==> src/rtl/usm_pkg.sv <==
// ---------------------------------------------------------------------------
// usm_pkg: shared types and constants of the 3x3 unsharp mask
// Pixel and register widths, register indexes, request kinds and the result
// record that travels from the filter datapath into the output queue.
// ---------------------------------------------------------------------------
`timescale 1ns / 1ps
`default_nettype none

package usm_pkg;

  // Sample and register widths.
  localparam int PIX_W   = 8;
  localparam int FW_W    = 12;
  localparam int FH_W    = 16;
  localparam int APB_AW  = 3;
  localparam int APB_DW  = 32;

  // Register indexes, taken from paddr[2].
  localparam logic REG_FRAME_WIDTH  = 1'b0;
  localparam logic REG_FRAME_HEIGHT = 1'b1;

  // Request kinds carried on the input tuser bit.
  localparam logic ACT_PIXEL = 1'b0;
  localparam logic ACT_DRAIN = 1'b1;

  // Largest output sample after clamping.
  localparam logic [PIX_W-1:0] PIX_MAX = 8'hff;

  // Depth of the output queue; it absorbs the results still in the pipeline.
  localparam int OUT_DEPTH = 8;

  // One result request.
  typedef struct packed {
    logic             last;
    logic [PIX_W-1:0] pixel;
  } usm_result_t;

endpackage

`default_nettype wire

==> src/rtl/usm_out_fifo.sv <==
// ---------------------------------------------------------------------------
// usm_out_fifo: result queue in front of the output stream
// Holds finished results so that the filter pipeline never has to stop;
// the input side watches the fill level and holds off new requests.
// ---------------------------------------------------------------------------
`timescale 1ns / 1ps
`default_nettype none

module usm_out_fifo
  import usm_pkg::*;
#(
  parameter int  DEPTH = 8,
  localparam int PW    = $clog2(DEPTH),
  localparam int CNT_W = $clog2(DEPTH + 1)
) (
  input  wire logic              clk_i,
  input  wire logic              rst_ni,
  input  wire logic              push_i,
  input  wire usm_result_t       push_data_i,
  input  wire logic              pop_i,
  output logic                   valid_o,
  output usm_result_t            data_o,
  output logic       [CNT_W-1:0] count_o
);

  usm_result_t      mem_q [DEPTH];
  logic [PW-1:0]    wr_ptr_q, wr_ptr_d;
  logic [PW-1:0]    rd_ptr_q, rd_ptr_d;
  logic [CNT_W-1:0] count_q, count_d;
  logic             do_pop;

  assign do_pop = pop_i && (count_q != '0);

  // Pointer and fill level update.
  always_comb begin
    wr_ptr_d = wr_ptr_q;
    rd_ptr_d = rd_ptr_q;
    count_d  = count_q;
    if (push_i) begin
      wr_ptr_d = (wr_ptr_q == PW'(DEPTH - 1)) ? '0 : wr_ptr_q + PW'(1);
    end
    if (do_pop) begin
      rd_ptr_d = (rd_ptr_q == PW'(DEPTH - 1)) ? '0 : rd_ptr_q + PW'(1);
    end
    if (push_i && !do_pop) begin
      count_d = count_q + CNT_W'(1);
    end else if (!push_i && do_pop) begin
      count_d = count_q - CNT_W'(1);
    end
  end

  always_ff @(posedge clk_i or negedge rst_ni) begin
    if (!rst_ni) begin
      wr_ptr_q <= '0;
      rd_ptr_q <= '0;
      count_q  <= '0;
    end else begin
      wr_ptr_q <= wr_ptr_d;
      rd_ptr_q <= rd_ptr_d;
      count_q  <= count_d;
    end
  end

  // Entry storage.
  always_ff @(posedge clk_i) begin
    if (push_i) begin
      mem_q[wr_ptr_q] <= push_data_i;
    end
  end

  assign valid_o = (count_q != '0);
  assign data_o  = mem_q[rd_ptr_q];
  assign count_o = count_q;

endmodule

`default_nettype wire

==> config.mk <==
export PLATFORM = sky130hd
export DESIGN_NAME = usm_out_fifo
export DESIGN_NICKNAME = d
export VERILOG_FILES = /design/src/rtl/usm_pkg.sv /design/src/rtl/usm_out_fifo.sv
export SDC_FILE = /design/constraint.sdc
export NUM_CORES = 1
export LEC_CHECK = 0
export BUFFER_PORTS_ARGS = -buffer_cell sky130_fd_sc_hd__buf_2
export CORE_MARGIN = 2
export CORE_UTILIZATION = 50
export CTS_CLUSTER_SIZE = 16
export DETAILED_ROUTE_END_ITERATION = 8
export PLACE_DENSITY = 0.77
export SKIP_LAST_GASP = 1
export SLEW_MARGIN = 0
export SYNTH_ARGS = -nofsm -noshare
export SYNTH_HDL_FRONTEND = slang
export SYNTH_SLANG_ARGS = --single-unit
==> constraint.sdc <==
create_clock -name clk_i -period 6.7 [get_ports clk_i]
set_input_delay 0.67 -clock clk_i [delete_from_list [all_inputs] [get_ports clk_i]]
set_output_delay 0.67 -clock clk_i [all_outputs]
set_load 0.01 [all_outputs]
### Word-level counts from Yosys, hierarchy flattened

Memory sizes are Yosys's and may differ from the RTL's.
Cells that the tools add are included.

* flip-flop bits (word level): 10
* memory bits (writable): 72
* bits of input ports: 13
* output and inout port bits: 14
* logic and storage cells: 23
* memories: 1

* add/subtract/negate cells: 4
* eq/ne operators: 2
* multiplexer cells: 6
* reduce and logical (&&, ||, !) cells: 7

Memory list
* mem_q: depth 8, bits a word 9, read ports 1, clocked after Yosys merged registers in 0, write ports 1, line usm_out_fifo.sv:26 `usm_result_t mem_q [DEPTH];`

Operators by type and width (count)
* two-way mux 4 bit: 2
* adder 3 x 1 -> 3 bit (second input constant): 2
* equality test 3 bit (second input constant): 2
* two-way mux 3 bit: 2
* adder 4 x 1 -> 4 bit (second input constant): 1
* nonzero test 4 bit: 1
* subtractor 4 x 1 -> 4 bit (second input constant): 1
* logical AND 1 bit: 3
* logical NOT 1 bit: 2
* two-way mux 1 bit: 2
* nonzero test 2 bit: 1

### Longest topological paths before layout

Gate-level depths: netlist of run 1.

* depth in word-level cells: 5
* gate-level depth with buffers: 7
* mapped depth without buffers: 7

### Worst setup path before layout of run 1

No wires, ideal clock.

* kind: flip-flop to flip-flop
* start point: register count_q[0] (netlist: count_o[0])
* end point: register count_q[3] (netlist: count_o[3])
* library setup time: 0.131 ns
* arrival time: 2.372 ns
* data required time: 6.569 ns
* setup slack: 4.197 ns
* stages on the path, launching flop included: 8
* buffers on the path: 0
* period minus slack after synthesis: 2.503 ns
* path through: dfrtp_1 -> o41ai_4 -> ha_1 -> inv_1 -> ha_1 -> or4_1 -> o211ai_1 -> o211ai_1

* longest elaborated chain between the ends: 5
* elaborated cells between the ends (all ways): 10
* classes of those cells: add/sub: 2; mux: 2; reduce/logical: 6

Ends and longest elaborated chain
* start, declared: line usm_out_fifo.sv:29 `logic [CNT_W-1:0] count_q, count_d;`
* start signal, assigned: line usm_out_fifo.sv:60 `count_q <= count_d;`
* parallel branches: the longest is 5 deep, another holds subtractor 4 x 1 -> 4 bit

Parallel ways; which one is timed is not known. The select of a mux whose other input is x is not followed.
A chain may end at the register's enable or synchronous reset.

==> results of run 1 <==
==> through the flow <==
step / setup slack (ns) / hold slack (ns) / cell area [sq um] / total power [W]
finish: 3.611 / 0.1768 / 3872 / 0.001628
global route: 3.449 / 0.1850 / 3872 / 0.001725
CTS: 3.537 / 0.1744 / 3872 / 0.001651
detailed placement: 3.933 / 0.5497 / 3631 / 0.001233
global placement: 3.941 / 0.5495 / 3631 / 0.001219
floorplan: 4.197 / 0.3744 / 3431 / 0.001093
==> cell usage after synthesis, types with 2 or more instances <==
| library cell | instances | area, sq um |
|---|---|---|
| nand3b_1 | 2 | 15.01 |
| ha_1 | 7 | 87.58 |
| o211ai_1 | 2 | 15.01 |
| mux4_1 | 17 | 446.7 |
| a21oi_1 | 2 | 10.01 |
| nand2b_1 | 3 | 18.77 |
| nor2_1 | 7 | 26.28 |
| edfxtp_1 | 72 | 2162 |
| nor3_1 | 4 | 20.02 |
| nand3_1 | 2 | 10.01 |
| nand2_1 | 6 | 22.52 |
| inv_1 | 2 | 7.510 |
| xnor2_1 | 2 | 17.52 |
| buf_6 | 2 | 22.52 |
| mux2_2 | 13 | 146.4 |
| o21ai_0 | 3 | 15.01 |
| dfrtp_1 | 10 | 250.2 |
| buf_2 | 2 | 10.01 |
| or4_1 | 2 | 15.01 |
==> registers in the layout, indices dropped and copies added (netlist names) <==
name      flops
wr_ptr_q      3
mem_q        72
rd_ptr_q      3
count_o       4
==> final timing paths <==
path | end | slack [ns] | cells past startpoint
worst max register to register | count_o[3] | 3.95 | 7
worst min-delay path | count_o[2] | 0.18 | 1
worst min register to register | wr_ptr_q[2] | 0.59 | 1
max in group asynchronous | wr_ptr_q[0] | 6.33 | 1
worst max-delay path | data_o[7] | 3.61 | 3
min in group clk_i | wr_ptr_q[2] | 0.59 | 1
==> power breakdown <==
| group | internal (W) | switching (W) | total (W) |
|---|---|---|---|
| clock network | 0.000249 | 0.000169 | 0.000418 |
| logic | 0.000252 | 0.000192 | 0.000444 |
| registers | 0.000652 | 0.000114 | 0.000766 |
| total | 0.00115 | 0.000475 | 0.00163 |
==> final cells by class <==
type | instances | area (sq um) | share of cell area (%)
Multi-Input combinational cell | 79 | 980.9 | 25.33
Tap cell | 80 | 100.1 | 2.585
Clock buffer | 10 | 127.6 | 3.296
Clock inverter | 6 | 113.9 | 2.940
Sequential cell | 82 | 2412 | 62.29
Timing Repair Buffer | 26 | 130.1 | 3.360
Inverter | 2 | 7.507 | 0.1939
==> critical path, delay by kind of cell, from the launching register on <==
kind                   cells  cell delay (ns)
buffers and inverters      1             0.14
DFF                        1             1.00
muxes                      2             0.94
==> routing by layer <==
layer	wire length, um	up-vias
li1	-	763
met3	170	10
met5	0	-
met2	2656	30
met4	106	0
met1	2344	815
==> kinds of logic after synthesis <==
family	Yosys count
AOI/OAI and AO/OA	10
xor gates and xnor gates	2
DFF	82
adders and majority gates	8
muxes	32
and+or+nand+nor	27
buffers and inverters	8
==> flow_summary.rst, run 1 <==
.. list-table::
   :header-rows: 1

   * - Metric
     - Value
   * - Status
     - complete, no violations
   * - Simple-gate share of the synthesized area
     - 3.902%
   * - Iteration-0 DRC count of the detailed router
     - 106
   * - Highest net fanout along the worst path
     - 21
   * - DIE HEIGHT
     - 86.84 um
   * - VDD IR-drop max
     - 184.3 uV
   * - Type of destination of the critical path
     - output port
   * - Average cell area after synthesis
     - 20.30 sq um
   * - WS Path Type
     - register to output port
   * - Largest net degree at the start of global routing
     - 22
   * - Number of placement rows
     - 30
   * - Average wire length per cell after detail routing
     - 18.52 um
   * - Filler cells
     - 496
   * - FFs w/ async S/R, synth
     - 12.20%
   * - List of cells traversed by the critical path
     - mux4_1 > mux2_2 > buf_2
   * - Cell count after placement
     - 269
   * - Required time worst endpoint
     - 6.03 ns
   * - Multiplexer fraction of the synthesized cell area
     - 18.23%
   * - Warnings from Yosys
     - 0
   * - # DRC
     - 0
   * - Post-route clock period utilization
     - 46.11%
   * - Number of buffers inserted during clock tree synthesis
     - 9
   * - GR met1 Demand/Resource
     - 19.89%
   * - Global-route wire length before repair
     - 8.148 mm
   * - # H-tree levels
     - 3
   * - Post-Synthesis Cell Area
     - 3431 sq um
   * - TritonCTS clock tree
     - yes
   * - Vias per cell
     - 5.677
   * - Initial antenna violation count
     - 0
   * - Post-CTS clock slew at the launch and capture registers of the worst setup and hold paths
     - 0.08 ns
   * - Cell with the largest stage delay on the worst path
     - dfrtp_1
   * - Final period demand of the worst path
     - 3.089 ns
   * - Aggregate negative setup slack
     - 0 ns
   * - Hold-fix buffers, CTS
     - 0
   * - Total via count in the routed design
     - 1,618
   * - Worst EP arrival
     - 2.42 ns
   * - Launch point of the critical path
     - rd_ptr_q[0]
   * - Complex-gate fraction of the synthesized area
     - 2.516%
   * - Static Leakage
     - 1.371 nW
   * - Total power divided by cell area
     - 420.4 nW/um^2
   * - Fin. max-slew vios
     - 0
   * - Register area share after synthesis
     - 70.31%
   * - Net count, final
     - 221
   * - Xor/xnor share of the synthesized area
     - 0.5106%
   * - I/O pin count
     - 27
   * - Area overhead of the layout relative to synthesis
     - 12.87%
   * - Area of the core
     - 6719 sq um
   * - Worst slew slack as a fraction of its limit
     - 29.68%
   * - Full die area
     - 7540 sq um
   * - RR Startpoint
     - count_o[0]
   * - Distinct cell type count after synthesis
     - 28
   * - Synthesized-area fraction occupied by adder cells
     - 3.136%
   * - Non-filler instance count after layout
     - 285
   * - Slew of the pin with the lowest slew margin
     - 1.051 ns
   * - Number of maximum-capacitance violations
     - 0
   * - Number of enable-type register cells in the synthesized netlist
     - 72
   * - Primary flip-flop cell chosen by synthesis mapping
     - edfxtp_1
   * - Number of buffers between clock root and the deepest sink
     - 2
   * - Combined global-route utilization of all metal layers
     - 15.39%
   * - Path type of the worst min-delay path
     - input port to asynchronous set/reset pin
   * - Starting Density
     - 51.06%
   * - Count of antenna diodes in the layout
     - 0
   * - Util after Layout
     - 57.64%
   * - Horizontal die dimension
     - 86.84 um
   * - Unrepaired setup endpoints after global routing
     - false
   * - Seq cells post-synth
     - 82
   * - Detailed-routing iteration count for the pre-antenna-repair pass
     - 4
   * - Number of global-route vias before repair
     - 1,591
   * - Number of instances in the synthesized netlist
     - 169
   * - Estimated wirelength of the detail-placed design
     - 3.193 mm
   * - Most frequent cells in the layout
     - edfxtp_1, buf_2, mux4_1
   * - Clk Latency, worst-skew pair
     - 0.34 ns
   * - Synth Net Count
     - 190
   * - # port buffers
     - 26
   * - Post-detailed-route count of antenna-violating nets
     - 0
   * - Met3 usage in global routing
     - 3.905%
   * - Clk_skew
     - 0.006520 ns
   * - Layer carrying the most global-route usage
     - met2
   * - Final hold viol count
     - 0
   * - Setup fix buffers added after clock tree synthesis
     - 0
   * - Most common cell after layout, fill and taps aside
     - edfxtp_1
   * - Number of gates resized after cts
     - 0
   * - Global routing met2 resource utilization
     - 24.50%
   * - Startpoint kind of the worst setup timing path
     - register
   * - GPL Wtd Cong
     - 0.7615
   * - Layout cell share with drive strength beyond 1
     - 28.29%
   * - Clk sink count
     - 82
   * - Root buffer selected by CTS
     - clkbuf_8
   * - Slowest stage delay, CP
     - 1.00 ns
   * - Total gr overflow
     - 0
   * - Routed Wire Length
     - 5.278 mm
   * - Setup violations, final
     - 0
   * - Dominant combinational cell family by area after synthesis
     - multiplexers
   * - Highest clock frequency the design can meet
     - 323.7 MHz
Power figures use the tool's default switching activity.
==> run 2: changes to the inputs <==
--- a/config.mk
+++ b/config.mk
@@ -10,7 +10,7 @@
 export CORE_UTILIZATION = 50
 export CTS_CLUSTER_SIZE = 16
 export DETAILED_ROUTE_END_ITERATION = 8
-export PLACE_DENSITY = 0.77
+export PLACE_DENSITY = 0.8
 export SKIP_LAST_GASP = 1
 export SLEW_MARGIN = 0
 export SYNTH_ARGS = -nofsm -noshare
==> constraint.sdc (replaced) <==
create_clock -name clk_i -period 2.6 [get_ports clk_i]
set_input_delay 0.26 -clock clk_i [delete_from_list [all_inputs] [get_ports clk_i]]
set_output_delay 0.26 -clock clk_i [all_outputs]
set_load 0.01 [all_outputs]
==> flow_summary.rst, run 2 (synthesized netlist as in run 1, its figures left out) <==
.. list-table::
   :header-rows: 1

   * - Metric
     - Value
   * - Status
     - complete, no violations
   * - Root buffer selected by CTS
     - clkbuf_8
   * - Fin. max-slew vios
     - 0 (unchanged)
   * - Number of maximum-capacitance violations
     - 0 (unchanged)
   * - Cell count after placement
     - 282 (+4.8%)
   * - Static Leakage
     - 1.434 nW (+4.6%)
   * - Path type of the worst min-delay path
     - input port to register
   * - Total power divided by cell area
     - 1061 nW/um^2 (+150%)
   * - Clk_skew
     - 0.01066 ns (+0.004141 ns)
   * - # port buffers
     - 26 (unchanged)
   * - Horizontal die dimension
     - 86.84 um (unchanged)
   * - Setup violations, final
     - 0 (unchanged)
   * - Area overhead of the layout relative to synthesis
     - 15.06%
   * - Area of the core
     - 6719 sq um (unchanged)
   * - Global routing met2 resource utilization
     - 23.87% (-0.62 points)
   * - Initial antenna violation count
     - 0 (unchanged)
   * - Non-filler instance count after layout
     - 299 (+4.9%)
   * - Total gr overflow
     - 0 (unchanged)
   * - GPL Wtd Cong
     - 0.8445 (+11%)
   * - Most common cell after layout, fill and taps aside
     - edfxtp_1
   * - # DRC
     - 0 (unchanged)
   * - Hold path depth
     - 1
   * - Clk Latency, worst-skew pair
     - 0.34 ns (about the same)
   * - Starting Density
     - 51.06% (unchanged)
   * - Biggest register
     - mem_q
   * - Startpoint kind of the worst setup timing path
     - register
   * - Layout cell share with drive strength beyond 1
     - 32.88% (+4.6 points)
   * - Vias per cell
     - 5.609 (-1.2%)
   * - Layer carrying the most global-route usage
     - met2
   * - Instance area after placement
     - 3719 sq um (+2.4%)
   * - Most frequent cells in the layout
     - edfxtp_1, buf_2, mux4_1
   * - Count of antenna diodes in the layout
     - 0 (unchanged)
   * - Endpoint of the lowest-slack register-to-register path
     - count_o[3]
   * - Worst slew slack as a fraction of its limit
     - 61.80% (+32 points)
   * - Origin of the worst min-delay path
     - push_data_i[8]
   * - Clk sink count
     - 82 (unchanged)
   * - Total via count in the routed design
     - 1,677 (+3.6%)
   * - Worst path setup slack after routing
     - 0.09367 ns (-3.517 ns)
   * - Number of buffers inserted during clock tree synthesis
     - 9 (unchanged)
   * - RR Startpoint
     - count_o[0]
   * - WS Path Type
     - register to register
   * - Global-route wire length before repair
     - 8.238 mm (+1.1%)
   * - Setup fix buffers added after clock tree synthesis
     - 0 (unchanged)
   * - TritonCTS clock tree
     - yes
   * - # H-tree levels
     - 3 (unchanged)
   * - Unrepaired setup endpoints after global routing
     - false
   * - DIE HEIGHT
     - 86.84 um (unchanged)
   * - Largest net degree at the start of global routing
     - 15 (-32%)
   * - Average wire length per cell after detail routing
     - 18.27 um (-1.3%)
   * - Number of global-route vias before repair
     - 1,576 (-0.94%)
   * - Aggregate negative setup slack
     - 0 ns (unchanged)
   * - Pre-CTS setup slack
     - 0.04907 ns (-3.884 ns)
   * - Slew of the pin with the lowest slew margin
     - 0.5709 ns (-0.4801 ns)
   * - Register-to-Register Path Depth
     - 7 (unchanged)
   * - Highest clock frequency the design can meet
     - 399.0 MHz
   * - GR met1 Demand/Resource
     - 20.93% (+1.0 points)
   * - Final hold viol count
     - 0 (unchanged)
   * - Type of destination of the critical path
     - register
   * - Number of flip-flops under the largest register name
     - 72 (unchanged)
   * - Estimated wirelength of the detail-placed design
     - 3.547 mm (+11%)
   * - Util after Layout
     - 58.75% (+1.1 points)
   * - Met3 usage in global routing
     - 3.333% (-0.57 points)
   * - Detailed-routing iteration count for the pre-antenna-repair pass
     - 6 (+2)
   * - Post-route cell area
     - 3948 sq um (+1.9%)
   * - Post-CTS clock slew at the launch and capture registers of the worst setup and hold paths
     - 0.09 ns (about the same)
   * - Required time worst endpoint
     - 2.83 ns (-3.20 ns)
   * - Number of placement rows
     - 30 (unchanged)
   * - Post-detailed-route count of antenna-violating nets
     - 0 (unchanged)
   * - Highest net fanout along the worst path
     - 7 (-67%)
   * - Filler cells
     - 480 (-3.2%)
   * - Register-to-register setup slack
     - 0.09 ns (-3.86 ns)
   * - Iteration-0 DRC count of the detailed router
     - 113 (+6.6%)
   * - VDD IR-drop max
     - 335.1 uV (+82%)
   * - Terminating pin of the worst hold path
     - mem_q[3][8]
   * - Final period demand of the worst path
     - 2.506 ns
   * - Routed Wire Length
     - 5.464 mm (+3.5%)
   * - Post-route clock period utilization
     - 96.40%
   * - Worst EP arrival
     - 2.73 ns (+0.31 ns)
   * - I/O pin count
     - 27 (unchanged)
   * - Full die area
     - 7540 sq um (unchanged)
   * - Net count, final
     - 235 (+6.3%)
   * - Combined global-route utilization of all metal layers
     - 15.59% (+0.20 points)
   * - Number of buffers between clock root and the deepest sink
     - 2 (unchanged)
run 2: changes by cell type in the layout (fill, tap and decap cells not counted), sizes merged:
cell	previous run	this run
buf	26	39
clkinv	0	3
bufinv	3	2
clkbuf	10	9
clkinvlp	2	1
dlygate4sd3	0	1
run 2: worst max-delay path by stage:
stage / depth (start not counted) / slack (ns) / from / endpoint
floorplan: 7 / 0.1 / count_o[0] / count_o[3]
global placement: 7 / 0.14 / count_o[0] / count_o[3]
detailed placement: 7 / 0.05 / count_o[0] / count_o[3]
CTS: 7 / 0.04 / count_o[0] / count_o[3]
global route: 7 / 0.007 / count_o[0] / count_o[3]
finish: 7 / 0.09 / count_o[0] / count_o[3]
run 2: metal layers:
layer  wire length, um  share of wire (%)
met1              2403                 44
met2              2703                 49
met3               264                4.8
met4                92                1.7
met5                 0                  0
run 2: where the power goes:
part / leakage (nW) / internal, W / switching (W)
registers: 0.773 / 0.00168 / 0.000211
logic: 0.552 / 0.000717 / 0.000609
clock network: 0.109 / 0.000539 / 0.000434
run 2: layout make-up:
cell class | count | area [sq um] | area share, %
Clock inverter | 7 | 91.34 | 2.314
Clock buffer | 9 | 123.9 | 3.138
Inverter | 2 | 7.507 | 0.1902
Multi-Input combinational cell | 79 | 973.4 | 24.66
Tap cell | 80 | 100.1 | 2.536
Sequential cell | 82 | 2414 | 61.14
Timing Repair Buffer | 40 | 237.7 | 6.022
run 2: critical path: stages, from the launching register on:
cell and delay, ns:
dfrtp_2 0.48, o41ai_4 0.39, ha_2 0.29, inv_1 0.11, ha_1 0.36, or4_1 0.53, o211ai_1 0.12, o211ai_1 0.10
run 2: stage by stage:
stage / power [W] / hold slack (ns)
floorplan: 0.002817 / -0.03559
detailed placement: 0.003255 / 0.1364
CTS: 0.004234 / 0.1645
finish: 0.004190 / 0.1760
global placement: 0.003198 / 0.1387
global route: 0.004436 / 0.1779
run 2: timing repair:
item | in CTS | in global routing
gates resized for setup | 0 | 2
hold endpoints to repair | 10 | 0
hold buffers | 1 | 0
setup endpoints to repair | 0 | 1
